File: config.mk
export PLATFORM = sky130hd
export DESIGN_NAME = pncm_dist_unit
export DESIGN_NICKNAME = d
export VERILOG_FILES = /design/src/rtl/pncm_pkg.sv /design/src/rtl/pncm_dist_unit.sv
export VERILOG_INCLUDE_DIRS = /design/src /design/src/rtl
export SDC_FILE = /design/constraint.sdc
export NUM_CORES = 1
export LEC_CHECK = 0
export ABC_AREA = 1
export BUFFER_PORTS_ARGS = -buffer_cell sky130_fd_sc_hd__buf_2
export CAP_MARGIN = 40
export CORE_ASPECT_RATIO = 1.2
export CORE_MARGIN = 5
export CORE_UTILIZATION = 60
export CTS_CLUSTER_SIZE = 40
export DETAILED_ROUTE_END_ITERATION = 7
export GPL_TIMING_DRIVEN = 0
export HOLD_SLACK_MARGIN = 0.02
export PLACE_DENSITY = 0.79
export SLEW_MARGIN = 30
export SYNTH_ARGS = -nofsm -noshare
export SYNTH_HDL_FRONTEND = slang
export SYNTH_SLANG_ARGS = --single-unit
File: constraint.sdc
create_clock -name clk_i -period 13.9 [get_ports clk_i]
set_input_delay 0 -clock clk_i [delete_from_list [all_inputs] [get_ports clk_i]]
set_output_delay 0 -clock clk_i [all_outputs]
set_load 0.005 [all_outputs]
File: src/rtl/palette_nearest_color_map_core_assert.svh
// ----------------------------------------------------------------------------
// Assertion macros for the palette nearest colour mapper
// Shared concurrent assertion forms, clocked on clk_i with reset rst_ni.
// ----------------------------------------------------------------------------
`ifndef PALETTE_NEAREST_COLOR_MAP_CORE_ASSERT_SVH
`define PALETTE_NEAREST_COLOR_MAP_CORE_ASSERT_SVH

// Check that a condition implies a consequence in the same cycle.
`define PNCM_ASSERT_SAME(label, clk, rst_n, ante, cons, msg) \
  label: assert property (@(posedge clk) disable iff (!rst_n) (ante) |-> (cons)) \
    else $error(msg);

// Check that a condition implies a consequence in the next cycle.
`define PNCM_ASSERT_NEXT(label, clk, rst_n, ante, cons, msg) \
  label: assert property (@(posedge clk) disable iff (!rst_n) (ante) |=> (cons)) \
    else $error(msg);

`endif

File: src/rtl/pncm_pkg.sv
// ----------------------------------------------------------------------------
// pncm_pkg
// Types and constants shared by the palette nearest colour mapper.
// ----------------------------------------------------------------------------
package pncm_pkg;

  // Request operation codes
  localparam logic OP_WRITE = 1'b0;
  localparam logic OP_MAP   = 1'b1;

  // Weight of the alpha term: 255*255+1
  localparam logic [16:0] ALPHA_WEIGHT = 17'd65026;

  // Starting value of the running minimum
  localparam logic [31:0] DIST_INIT = 32'hFFFF_FFFF;

  typedef enum logic [1:0] {
    ST_IDLE,
    ST_START,
    ST_SCAN,
    ST_FINISH
  } state_e;

  // Steps of the shared multiplier for one palette entry
  typedef enum logic [3:0] {
    PH_W,
    PH_SQA,
    PH_MULA,
    PH_SQR,
    PH_MULR,
    PH_SQG,
    PH_MULG,
    PH_SQB,
    PH_MULB,
    PH_SUM
  } phase_e;

  typedef struct packed {
    logic busy;
    logic done;
  } dist_stat_t;

endpackage

File: src/rtl/pncm_dist_unit.sv
// ----------------------------------------------------------------------------
// pncm_dist_unit
// Weighted ARGB distance over ten steps of one shared 17x17 multiplier.
// ----------------------------------------------------------------------------
`include "palette_nearest_color_map_core_assert.svh"

module pncm_dist_unit (
  input  logic                  clk_i,
  input  logic                  rst_ni,
  input  logic                  start_i,
  input  logic [31:0]           pixel_i,
  input  logic [31:0]           entry_i,
  output pncm_pkg::dist_stat_t  stat_o,
  output logic [31:0]           dist_o
);

  pncm_pkg::phase_e phase_q, phase_d;
  logic             busy_q, busy_d;

  logic [31:0] prod_q, prod_d;
  logic [31:0] acc_q, acc_d;
  logic [16:0] w_q, w_d;

  logic [7:0]  byte_p, byte_e, diff;
  logic [16:0] mul_a, mul_b;
  logic [33:0] mul_full;
  logic [31:0] term;

  // Sequencer next state
  always_comb begin
    phase_d = phase_q;
    busy_d  = busy_q;
    if (start_i) begin
      phase_d = pncm_pkg::PH_W;
      busy_d  = 1'b1;
    end else if (busy_q) begin
      unique case (phase_q)
        pncm_pkg::PH_W:    phase_d = pncm_pkg::PH_SQA;
        pncm_pkg::PH_SQA:  phase_d = pncm_pkg::PH_MULA;
        pncm_pkg::PH_MULA: phase_d = pncm_pkg::PH_SQR;
        pncm_pkg::PH_SQR:  phase_d = pncm_pkg::PH_MULR;
        pncm_pkg::PH_MULR: phase_d = pncm_pkg::PH_SQG;
        pncm_pkg::PH_SQG:  phase_d = pncm_pkg::PH_MULG;
        pncm_pkg::PH_MULG: phase_d = pncm_pkg::PH_SQB;
        pncm_pkg::PH_SQB:  phase_d = pncm_pkg::PH_MULB;
        pncm_pkg::PH_MULB: phase_d = pncm_pkg::PH_SUM;
        pncm_pkg::PH_SUM:  busy_d  = 1'b0;
        default:           busy_d  = 1'b0;
      endcase
    end
  end

  // Sequencer outputs: operand selection
  always_comb begin
    byte_p = pixel_i[31:24];
    byte_e = entry_i[31:24];
    unique case (phase_q)
      pncm_pkg::PH_SQR: begin
        byte_p = pixel_i[23:16];
        byte_e = entry_i[23:16];
      end
      pncm_pkg::PH_SQG: begin
        byte_p = pixel_i[15:8];
        byte_e = entry_i[15:8];
      end
      pncm_pkg::PH_SQB: begin
        byte_p = pixel_i[7:0];
        byte_e = entry_i[7:0];
      end
      default: ;
    endcase
  end

  assign diff = (byte_p > byte_e) ? (byte_p - byte_e) : (byte_e - byte_p);

  always_comb begin
    mul_a = '0;
    mul_b = '0;
    unique case (phase_q) inside
      pncm_pkg::PH_W: begin
        mul_a = {9'd0, pixel_i[31:24]};
        mul_b = {9'd0, entry_i[31:24]};
      end
      pncm_pkg::PH_SQA, pncm_pkg::PH_SQR,
      pncm_pkg::PH_SQG, pncm_pkg::PH_SQB: begin
        mul_a = {9'd0, diff};
        mul_b = {9'd0, diff};
      end
      pncm_pkg::PH_MULA: begin
        mul_a = prod_q[16:0];
        mul_b = pncm_pkg::ALPHA_WEIGHT;
      end
      pncm_pkg::PH_MULR, pncm_pkg::PH_MULG, pncm_pkg::PH_MULB: begin
        mul_a = prod_q[16:0];
        mul_b = w_q;
      end
      default: ;
    endcase
  end

  // Every product here stays below 2^32
  assign mul_full = mul_a * mul_b;
  assign prod_d   = mul_full[31:0];
  assign term     = {2'b00, prod_q[31:2]};

  always_comb begin
    acc_d = acc_q;
    w_d   = w_q;
    case (phase_q) inside
      pncm_pkg::PH_SQA: w_d   = prod_q[16:0] + 17'd1;
      pncm_pkg::PH_SQR: acc_d = term;
      pncm_pkg::PH_SQG,
      pncm_pkg::PH_SQB: acc_d = acc_q + term;
      default: ;
    endcase
  end

  assign dist_o      = acc_q + term;
  assign stat_o.busy = busy_q;
  assign stat_o.done = busy_q && (phase_q == pncm_pkg::PH_SUM);

  always_ff @(posedge clk_i or negedge rst_ni) begin
    if (!rst_ni) begin
      phase_q <= pncm_pkg::PH_W;
      busy_q  <= 1'b0;
    end else begin
      phase_q <= phase_d;
      busy_q  <= busy_d;
    end
  end

  always_ff @(posedge clk_i) begin
    prod_q <= prod_d;
    acc_q  <= acc_d;
    w_q    <= w_d;
  end

  `PNCM_ASSERT_NEXT(a_start_arms_seq, clk_i, rst_ni, start_i,
                    busy_q && (phase_q == pncm_pkg::PH_W), "sequencer did not restart")

endmodule

==> results of run 1 <==
-- registers in the layout (all words and copies together) (netlist names) --
| register | count |
|---|---|
| acc_q | 32 |
| busy_q | 1 |
| prod_q | 32 |
| phase_q | 4 |
| w_q | 17 |
-- routing by layer --
layer	GRT usage (%)	wire length, um	vias to the layer above
met5	0	0	-
met4	17.0	3330	0
met1	44.8	21600	7528
met2	57.5	25400	613
met3	3.09	2970	164
li1	-	-	7359
-- how the worst min path moves through the flow --
| stage | startpoint | to | slack, ns | depth (start not counted) |
|---|---|---|---|---|
| 2_1_floorplan | rst_ni | busy_q | -0.30 | 0 |
| 3_3_place_gp | rst_ni | phase_q[3] | -0.17 | 1 |
| 3_5_place_dp | rst_ni | busy_q | -0.17 | 1 |
| 4_1_cts | entry_i[24] | prod_q[0] | 0.15 | 7 |
| 5_1_grt | entry_i[24] | prod_q[1] | 0.20 | 6 |
| 6_report | entry_i[24] | prod_q[0] | 0.17 | 7 |
-- worst min-delay path, stage by stage --
cell,delay (ns)
buf_2,0.09
nand2_1,0.05
nand2_1,0.07
a21oi_2,0.07
inv_2,0.10
nand2_1,0.06
inv_1,0.05
-- where the power goes --
part	switching, uW	internal [uW]	leakage, uW
Sequential	87.4	412	0.000781
Clock	109	128	0.000137
Combinational	2720	1340	0.00922
-- final cells by class --
| class | count | area, sq um |
|---|---|---|
| Tap cell | 379 | 474 |
| Sequential cell | 86 | 2240 |
| Multi-Input combinational cell | 1667 | 12400 |
| Timing Repair Buffer | 106 | 553 |
| Clock buffer | 11 | 243 |
| Inverter | 569 | 2140 |
| Buffer | 41 | 278 |
| Fill cell | 2698 | 9640 |
| Clock inverter | 5 | 40.0 |
-- cell families (layout without fill, tap and decap cells) --
kind of cell	Yosys count	count (layout)	synth area share [%]
AND/OR/NAND/NOR	1055	1055	26.1
buffers and inverters	610	732	14.2
adder cells (fa/ha/maj)	369	369	37.0
AO/OA/AOI/OAI	189	189	6.76
flip-flops	86	86	13.1
XOR/XNOR	54	54	2.78
-- Yosys cell counts (4+ instances only) --
cell type,count,area (sq um)
clkbuf_1,8,30.0
o21bai_1,12,90.1
nor2_2,6,37.5
nand3_1,96,480
nor3_1,24,120
edfxtp_1,49,1470
a21o_1,6,45.0
dfxtp_1,32,641
nor2_4,11,124
inv_1,553,2080
xnor2_1,5,43.8
a31oi_1,7,43.8
nand2_1,686,2570
a21oi_1,89,445
inv_2,10,37.5
and2_1,15,93.8
buf_6,9,101
clkinv_1,4,15.0
dfrtp_1,5,125
xor2_1,49,429
buf_2,14,70.1
ha_1,143,1790
fa_1,226,4520
nand4_1,21,131
nand2_4,5,56.3
o21ai_0,38,190
nand2_2,13,81.3
nor2_1,161,604
buf_4,9,67.6
a22o_1,17,149
a22oi_1,4,30.0
-- through the flow --
step	hold WS (ns)	instance area [sq um]
finish	0.168	18400
global route	0.203	18400
CTS	0.149	18400
detailed placement	-0.169	18000
global placement	-0.172	18000
floorplan	-0.296	17000
==> run_results.csv, run 1 <==
group,metric,value,unit
run_status,outcome,"completed",
synth,synthesis.nets,2799,
synth,async_reset_ff_share,5.81,%
final_layout,mostFrequentLayoutCell,"nand2_1",
synth,synthFlopType,"edfxtp_1",
cts,clkTransAtPathRegs,0.07,ns
timing,slew_headroom,42.5,%
timing,final-setup-viol-count,0,
floorplanning,die-area,31900,sq um
placed_design,post-place-ws,5.00,ns
critical_path,r2r_start,"phase_q[2]",
routing,drtIter0Drc,1223,
timing,setup_slack,4.89,ns
critical_path,endpoint_kind,"flip-flop",
timing,fin_crit,9.01,ns
cts,post_cts.repair.setup_buffers,0,
critical_path,slowest_delay,0.56,ns
final_layout,drive_gt1_share,8.77,%
global_routing,first_global_vias,16000,
placed_design,dp_hpwl,45.7,mm
timing,worst_slew_pin_slew,0.863,ns
synth,ys_warn_count,0,
final_layout,fin_nets,2916,
floorplanning,start_util,60.9,%
timing,rsz0062_at_grt,"no",
synth,synth_edf_count,49,
global_routing,grt-ovfl-total,0,
critical_path,cp_slowest_cell,"fa_1",
critical_path,crit_path_start,"phase_q[2]",
routing,drc,0,
cts,clockBufferDepth,2,
placed_design,portBuffers,100,
routing,wl,53.3,mm
floorplanning,die_w,164,um
final_layout,instances_no_fill,2864,
timing,setup_tns,0,ns
synth,ys_seq_area_share,13.1,%
routing,vias_per_cell,5.47,
cts,cts_hold_buf,3,
cts,cts-htree-levels,3,
global_routing,grt_max_degree,42,
critical_path,path_class,"flip-flop to flip-flop",
routing,firstDrtPassIters,6,
floorplanning,ioPinCount,101,
critical_path,r2r-end,"prod_q[28]",
cts,cts_root_buffer,"clkbuf_16",
routing,routed-via-count,15700,
critical_path,critPathArrivalTime,9.25,ns
synth,synth_cell_types,52,
final_layout,final_cell_mix,"nand2_1 (686), inv_1 (553), fa_1 (226), nor2_1 (161), ha_1 (143)",
min_path,hp-class,"input pin to flip-flop",
power,power,4800,uW
power,ir_drop,0.599,mV
critical_path,crit_top_cell,"fa_1",
global_routing,grtUsageTotal,34.4,%
synth,syn_area_per_cell,7.21,sq um
critical_path,crit_required,14.13,ns
final_layout,area_delta_synth_final,7.74,%
global_routing,antenna_found_initial,0,
critical_path,reg2reg_depth,36,
critical_path,cp_top_family,"adder cells",
critical_path,worst_setup_path_start_kind,"flip-flop",
timing,max_freq,111,MHz
cts,cts.sinks,86,
cts,cts_made_buffers,9,
timing,fin_crit_sh,64.8,%
critical_path,cp.depth,36,
critical_path,path_buf_inv,7,
critical_path,crit_fanout,41,
power,total_leakage_power,0.0101,uW
timing,drv_slew,0,
routing,postRouteAntennaNets,0,
floorplanning,die-height,195,um
job,maxCapViolCount,0,
cts,cts_tree,"built",
synth,netlist_instances,2363,
floorplanning,core,28000,sq um
timing,hold_viol,0,
synth,netlist_area,17000,sq um
final_layout,diodes,0,
final_layout,fin_util,65.6,%
synth,ys_seq_elements,86,
cts,ctsResizeCount,0,
critical_path,crit_end,"prod_q[28]",
timing,fin_worst_skew,0.0151,ns
routing,wl_per_cell,18.6,um
placed_design,place_congestion,1.05,
global_routing,grt_pass1_wl,85.0,mm
placed_design,dp.cells,2845,
power,cellPowerDensity,261,nW/um^2
cts,clock_latency,0.36,ns
floorplanning,rows,67,
critical_path,rrSetupSlack,4.89,ns
Note: power is estimated with default switching activity, not from simulation.
==> run 2: changes to the inputs <==
Settings changed: CORE_UTILIZATION 60 to 58, PLACE_DENSITY 0.79 to 0.8.
Clock period 13.9 ns to 8.2 ns, I/O delays scaled along.
==> run 2 against run 1 <==
Compared with the run above:
- count of clock-buffer cells in the layout unchanged
- non-clock buffer count increased by 26
- clock skew decreased by 0.0029 ns
- worst hold slack improved by 0.026 ns
- routed wire length increased by 4.3%
- via count increased by 2.2%
- utilization increased by 0.23 points
- flip-flop and latch count unchanged
- design area increased by 3.7%
- first-iteration DRC count increased by 23%
- sequential share of layout area decreased by 0.42 points
- final cell count increased by 1.1%
==> run_results.csv, run 2 (synthesis results as in run 1) <==
group,metric,value,unit
routing,routed-via-count,16000,
placed_design,portBuffers,100,
routing,wl,55.6,mm
floorplanning,ioPinCount,101,
job,maxCapViolCount,0,
floorplanning,core,28900,sq um
global_routing,antenna_found_initial,1,
global_routing,grt-ovfl-total,0,
routing,top_layer,"met4",
floorplanning,start_util,58.9,%
routing,vias_per_cell,5.53,
global_routing,grt_pass1_wl,87.0,mm
timing,holdWs,0.194,ns
run_status,outcome,"completed",
cts,clock_latency,0.36,ns
critical_path,reg2reg_depth,39,
timing,drv_slew,0,
final_layout,fin_nets,2942,
routing,firstDrtPassIters,8,
routing,drc,0,
cts,clockBufferDepth,2,
cts,cts-htree-levels,3,
routing,drtIter0Drc,1501,
global_routing,first_global_vias,16400,
critical_path,endpoint_kind,"flip-flop",
final_layout,mostFrequentLayoutCell,"nand2_1",
critical_path,cp_slowest_cell,"fa_1",
min_path,hp-class,"input pin to flip-flop",
routing,wl_per_cell,19.2,um
cts,cts_tree,"built",
routing,wl_met3,4.17,mm
timing,final-setup-viol-count,0,
global_routing,grt_max_degree,22,
timing,fin_crit_sh,96.4,%
critical_path,path_class,"flip-flop to flip-flop",
final_layout,fill_cells,2633,
min_path,worstHoldPathCells,7,
timing,slew_headroom,46.9,%
critical_path,worst_setup_path_start_kind,"flip-flop",
final_layout,final_cell_mix,"nand2_1 (673), inv_1 (548), fa_1 (221), nor2_1 (155), ha_1 (131)",
final_layout,reg.largest.list,"acc_q x32, prod_q x32, w_q x17",
global_routing,grtUsageTotal,33.7,%
cts,cts_root_buffer,"clkbuf_16",
routing,wl_met2,26.5,mm
cts,cts.sinks,86,
floorplanning,die-height,198,um
routing,wl_met1,21.5,mm
floorplanning,die-area,32900,sq um
final_layout,diodes,0,
timing,fin_crit,7.91,ns
cts,cts_made_buffers,9,
floorplanning,rows,68,
placed_design,place_congestion,1.05,
timing,worst_slew_pin_slew,0.797,ns
critical_path,crit_required,8.43,ns
timing,fin_worst_skew,0.0122,ns
final_layout,drive_gt1_share,12.2,%
routing,postRouteAntennaNets,0,
critical_path,slowest_delay,0.57,ns
cts,clkTransAtPathRegs,0.07,ns
timing,max_freq,126,MHz
timing,hold_viol,0,
final_layout,area_delta_synth_final,11.7,%
placed_design,dp_hpwl,46.3,mm
critical_path,crit_fanout,10,
critical_path,rrSetupSlack,0.29,ns
critical_path,critPathArrivalTime,8.14,ns
floorplanning,die_w,166,um
run 2: path summary, 6_finish.rpt:
kind / to / startpoint
worst max-delay path: prod_q[28] / phase_q[1]
worst min-delay path: prod_q[0] / entry_i[24]
worst max register to register: prod_q[28] / phase_q[1]
worst min register to register: w_q[0] / prod_q[0]
max in group asynchronous: phase_q[2] / rst_ni
min in group asynchronous: phase_q[3] / rst_ni
run 2: critical path, delay by kind of cell (launching register included):
family,cells,cell delay [ns]
adders and majority gates,8,3.59
AOI/OAI and AO/OA,3,0.57
and+or+nand+nor,16,2.01
buffers and inverters,12,1.14
DFF,1,0.45
run 2: through the flow:
step                utilization, %  instance area, sq um  setup TNS [ns]  setup slack [ns]  std cells
floorplan                        -                 17000               0             0.577       2363
CTS                           64.2                 18600               0            0.0184       2874
detailed placement            62.4                 18100           -8.58            -0.653       2851
global route                  65.8                 19000          -0.286           -0.0571       2896
global placement              62.3                 18000          -14.69            -0.937       2848
finish                        65.8                 19000               0             0.294       2896
run 2: area by class of cell:
class / instances / area (sq um) / area share [%]
Sequential cell: 86 / 2240 / 11.8
Clock buffer: 11 / 254 / 1.33
Multi-Input combinational cell: 1667 / 12700 / 67.0
Buffer: 41 / 350 / 1.84
Inverter: 569 / 2150 / 11.3
Clock inverter: 5 / 37.5 / 0.197
Tap cell: 385 / 482 / 2.53
Timing Repair Buffer: 132 / 771 / 4.05
run 2: timing repair:
action,in CTS,in global routing
pin swaps,1,21
setup endpoints to repair,20,20
hold buffers,3,0
gates cloned,1,0
resized for setup,39,75
endpoints found under the hold margin,10,0
setup buffers,3,22
run 2: per-layer routing:
| layer | GRT usage (%) | vias to the layer above |
|---|---|---|
| met5 | 0 | - |
| met4 | 17.5 | 0 |
| met3 | 6.01 | 182 |
| met2 | 57.8 | 743 |
| met1 | 40.8 | 7675 |
| li1 | - | 7405 |
Power of run 2 is left out: the tool's default activity adds up to more than one toggle a clock period on the data nets, which glitch-free logic cannot reach.
